<file path="src/hdl/bde_ram.sv">
// Generic single-port RAM, registered read.
// No dependencies.
module bde_ram #(
   parameter int Width = 8,
   parameter int Depth = 16
) (
   input  logic                     clock,
   input  logic                     we,
   input  logic [$clog2(Depth)-1:0] addr,
   input  logic [Width-1:0]         wdata,
   output logic [Width-1:0]         rdata
);
   logic [Width-1:0] mem_ff [Depth];

   always_ff @(posedge clock) begin
      if (we) begin
         mem_ff[addr] <= wdata;
      end
      rdata <= mem_ff[addr];
   end
endmodule

</file>
<file path="config.mk">
export PLATFORM = sky130hd
export DESIGN_NAME = bde_ram
export DESIGN_NICKNAME = d
export VERILOG_FILES = /design/src/hdl/bde_ram.sv
export SDC_FILE = /design/constraint.sdc
export NUM_CORES = 1
export LEC_CHECK = 0
export ABC_AREA = 1
export BUFFER_PORTS_ARGS = -buffer_cell sky130_fd_sc_hd__buf_2
export CORE_MARGIN = 2
export CORE_UTILIZATION = 65
export DETAILED_ROUTE_END_ITERATION = 12
export PLACE_DENSITY_LB_ADDON = 0.2
export SKIP_CTS_REPAIR_TIMING = 1
export SYNTH_ARGS = -nofsm -noshare
export SYNTH_HDL_FRONTEND = slang
export SYNTH_SLANG_ARGS = --single-unit
</file>
<file path="constraint.sdc">
create_clock -name clock -period 2.6 [get_ports clock]
set_input_delay 0.52 -clock clock [delete_from_list [all_inputs] [get_ports clock]]
set_output_delay 0.52 -clock clock [all_outputs]
set_load 0.01 [all_outputs]
</file>
==> metrics.csv <==
metric,value,unit
status,finished clean,
initial antenna violation count,0,
Post-Syn Nets,562,
"flops & latches, synth",136,
RSZ-0062 raised after global routing,false,
top post-synthesis cells by area,"edfxtp_1, nand2_1, dfxtp_1",
MaxCap Viol Count,0,
initial cell density of the core,67.4,%
maximum clock frequency,568,MHz
minimum hold slack,442,ps
PwrDens,786,mW/mm^2
worst hold path class,input port to flop,
Leakage Power,2.74,nW
total CTS buffers,17,
gpl congestion,0.874,
share of cells above drive strength 1,10.4,%
WL/cell,17.6,microns
Crit-path slowest cell,nor2_1,
Vias,3831,
ant diodes,0,
Final Hold Viols,0,
"slowest stage delay, CP",590,ps
DR vias/cell,5.52,
CTS tree,yes,
Crit Path Class,input port to flop,
ANT nets after route,0,
grt ovf,0,
Slew Limit Fails,0,
gr usage total,27.4,%
Pwr Total,4.99,mW
VDD IR max,0.609,mV
worst rel slew slack,53.7,%
clk_lat worst skew,520,ps
Core Rows,33,
die width,96.8,microns
Critical Path RT,2740,ps
r2r startpoint,mem_ff[4][2]$_DFFE_PP_,
WL final,12.2,mm
worst-path fanout max,34,
Hold Startpoint,wdata[5],
Starting DRT DRC Count,350,
"setup slack, reg-to-reg",1580,ps
Area Growth Syn to Fin,13.4,%
port bufs,21,
maximum clock path buffer count,2,
Root Buffer,clkbuf_8,
Residual DRC,0,
sequential area share after synthesis,71.6,%
YS warnings,0,
# IOs,22,
Worst-path clk slew,60,ps
FF-to-FF End,rdata[2]$_DFF_P_,
dpl hpwl,7.33,mm
Netlist cell types,11,
Final #Nets,592,
crit-path leading delay family,simple AND/OR/NAND/NOR gates,
WP data arrival,1900,ps
startpoint types,input port,
vias in the first global route,3846,
Cells after Synth,548,
Worst R2R Path Depth,8,
Die H,96.8,microns
synthesized area,0.00559,sq mm
first-pass GRT wire length,19.4,mm
Core ar.,0.00830,sq mm
largest net degree at the start of global routing,49,
Yosys top cell area share,68.7,%
CTS Sinks,136,
Final min period,1760,ps
Final setup viols,0,
Slew @ Worst Pin,693,ps
CTS H-tree lvls,4,
crit end category,flop,
drt pass-1 iters,5,
total die area,0.00936,sq mm
Bufs and invs on worst path,2,
Setup TNS Final,0,ps
Mapped Avg Cell Area,10.2,sq um
Hold Path Depth,1,
clock skew,7.68,ps
final period utilization,67.7,%
worst hold endpoint,mem_ff[6][5]$_DFFE_PP_,
largest area contributor in the netlist,edfxtp_1,
worst-path cell chain,"buf_2, buf_4, nand3_1, nor2_1",
[logic make-up (layout without fill, tap and decap cells)]
logic type,Yosys count,count (layout),share of synthesized area (%)
flops,136,136,71.6
simple gates,368,368,24.8
buf+inv,44,85,3.62
[per-layer routing]
layer	vias up	track usage, %	share of wire, %
met5	-	0	0
met4	0	10.8	2.2
met3	25	5.56	8.8
met2	213	44.0	49
met1	1785	37.6	40
li1	1808	-	-
[worst register-to-register path, cell delays in order, from the launching register on]
cell	delay, ps
edfxtp_1	370
nand2_1	80
nand2_1	80
nand2_1	60
nand2_1	50
nand2_1	50
nand2_1	60
inv_1	100
nand2_1	60
[cells in the mapped netlist]
cell type / number
nand2_1: 346
edfxtp_1: 128
inv_1: 21
nor2_1: 18
buf_2: 12
dfxtp_1: 8
buf_4: 6
nand3_1: 4
clkbuf_1: 3
clkinv_1: 1
inv_2: 1
[per-stage QoR]
stage                     instance area (sq um)  util (%)  cells  worst slack [ps]
after floorplan                            5590         -    548               703
after global placement                     5800      69.8    664               440
after detailed placement                   5800      69.8    664               369
after CTS                                  6340      76.4    694               871
after global routing                       6340      76.4    694               765
final                                      6340      76.4    694               840
[cell usage in the layout, fill, tap and decap left out, drive strengths merged]
| cell type | count |
|---|---|
| clkbuf | 18 |
| nor2 | 18 |
| nand3 | 4 |
| inv | 23 |
| clkinv | 6 |
| clkinvlp | 4 |
| nand2 | 346 |
| bufinv | 2 |
| buf | 32 |
| dfxtp | 8 |
| edfxtp | 128 |
[report_power, final]
part | internal, mW | switching [mW] | total [mW]
Combinational | 0.0778 | 0.221 | 0.298
Clock | 1.35 | 0.874 | 2.22
Sequential | 2.45 | 0.0132 | 2.46
Total | 3.88 | 1.11 | 4.99
[cell type report]
| class | count | area, sq um |
|---|---|---|
| clock buffers | 18 | 418 |
| fillers | 520 | 1960 |
| repair buffers | 32 | 188 |
| well taps | 105 | 131 |
| inverters | 23 | 86.3 |
| flip-flops and latches | 136 | 4000 |
| multi-input cells | 368 | 1390 |
| clock inverters | 12 | 130 |
[state kept, by name, indices dropped and copies added (netlist names)]
name,cells
rdata,8
mem_ff,128
[worst max-delay path by stage]
stage                              end  cells past startpoint  slack (ps)  startpoint
2_1_floorplan   mem_ff[3][0]$_DFFE_PP_                      4         700     addr[1]
3_5_place_dp   mem_ff[13][2]$_DFFE_PP_                      4         370     addr[0]
3_3_place_gp    mem_ff[5][2]$_DFFE_PP_                      4         440     addr[0]
5_1_grt         mem_ff[7][5]$_DFFE_PP_                      5         770     addr[2]
6_report        mem_ff[5][3]$_DFFE_PP_                      4         840     addr[0]
4_1_cts        mem_ff[13][6]$_DFFE_PP_                      4         870     addr[0]
Note: power is estimated with default switching activity, not from simulation.
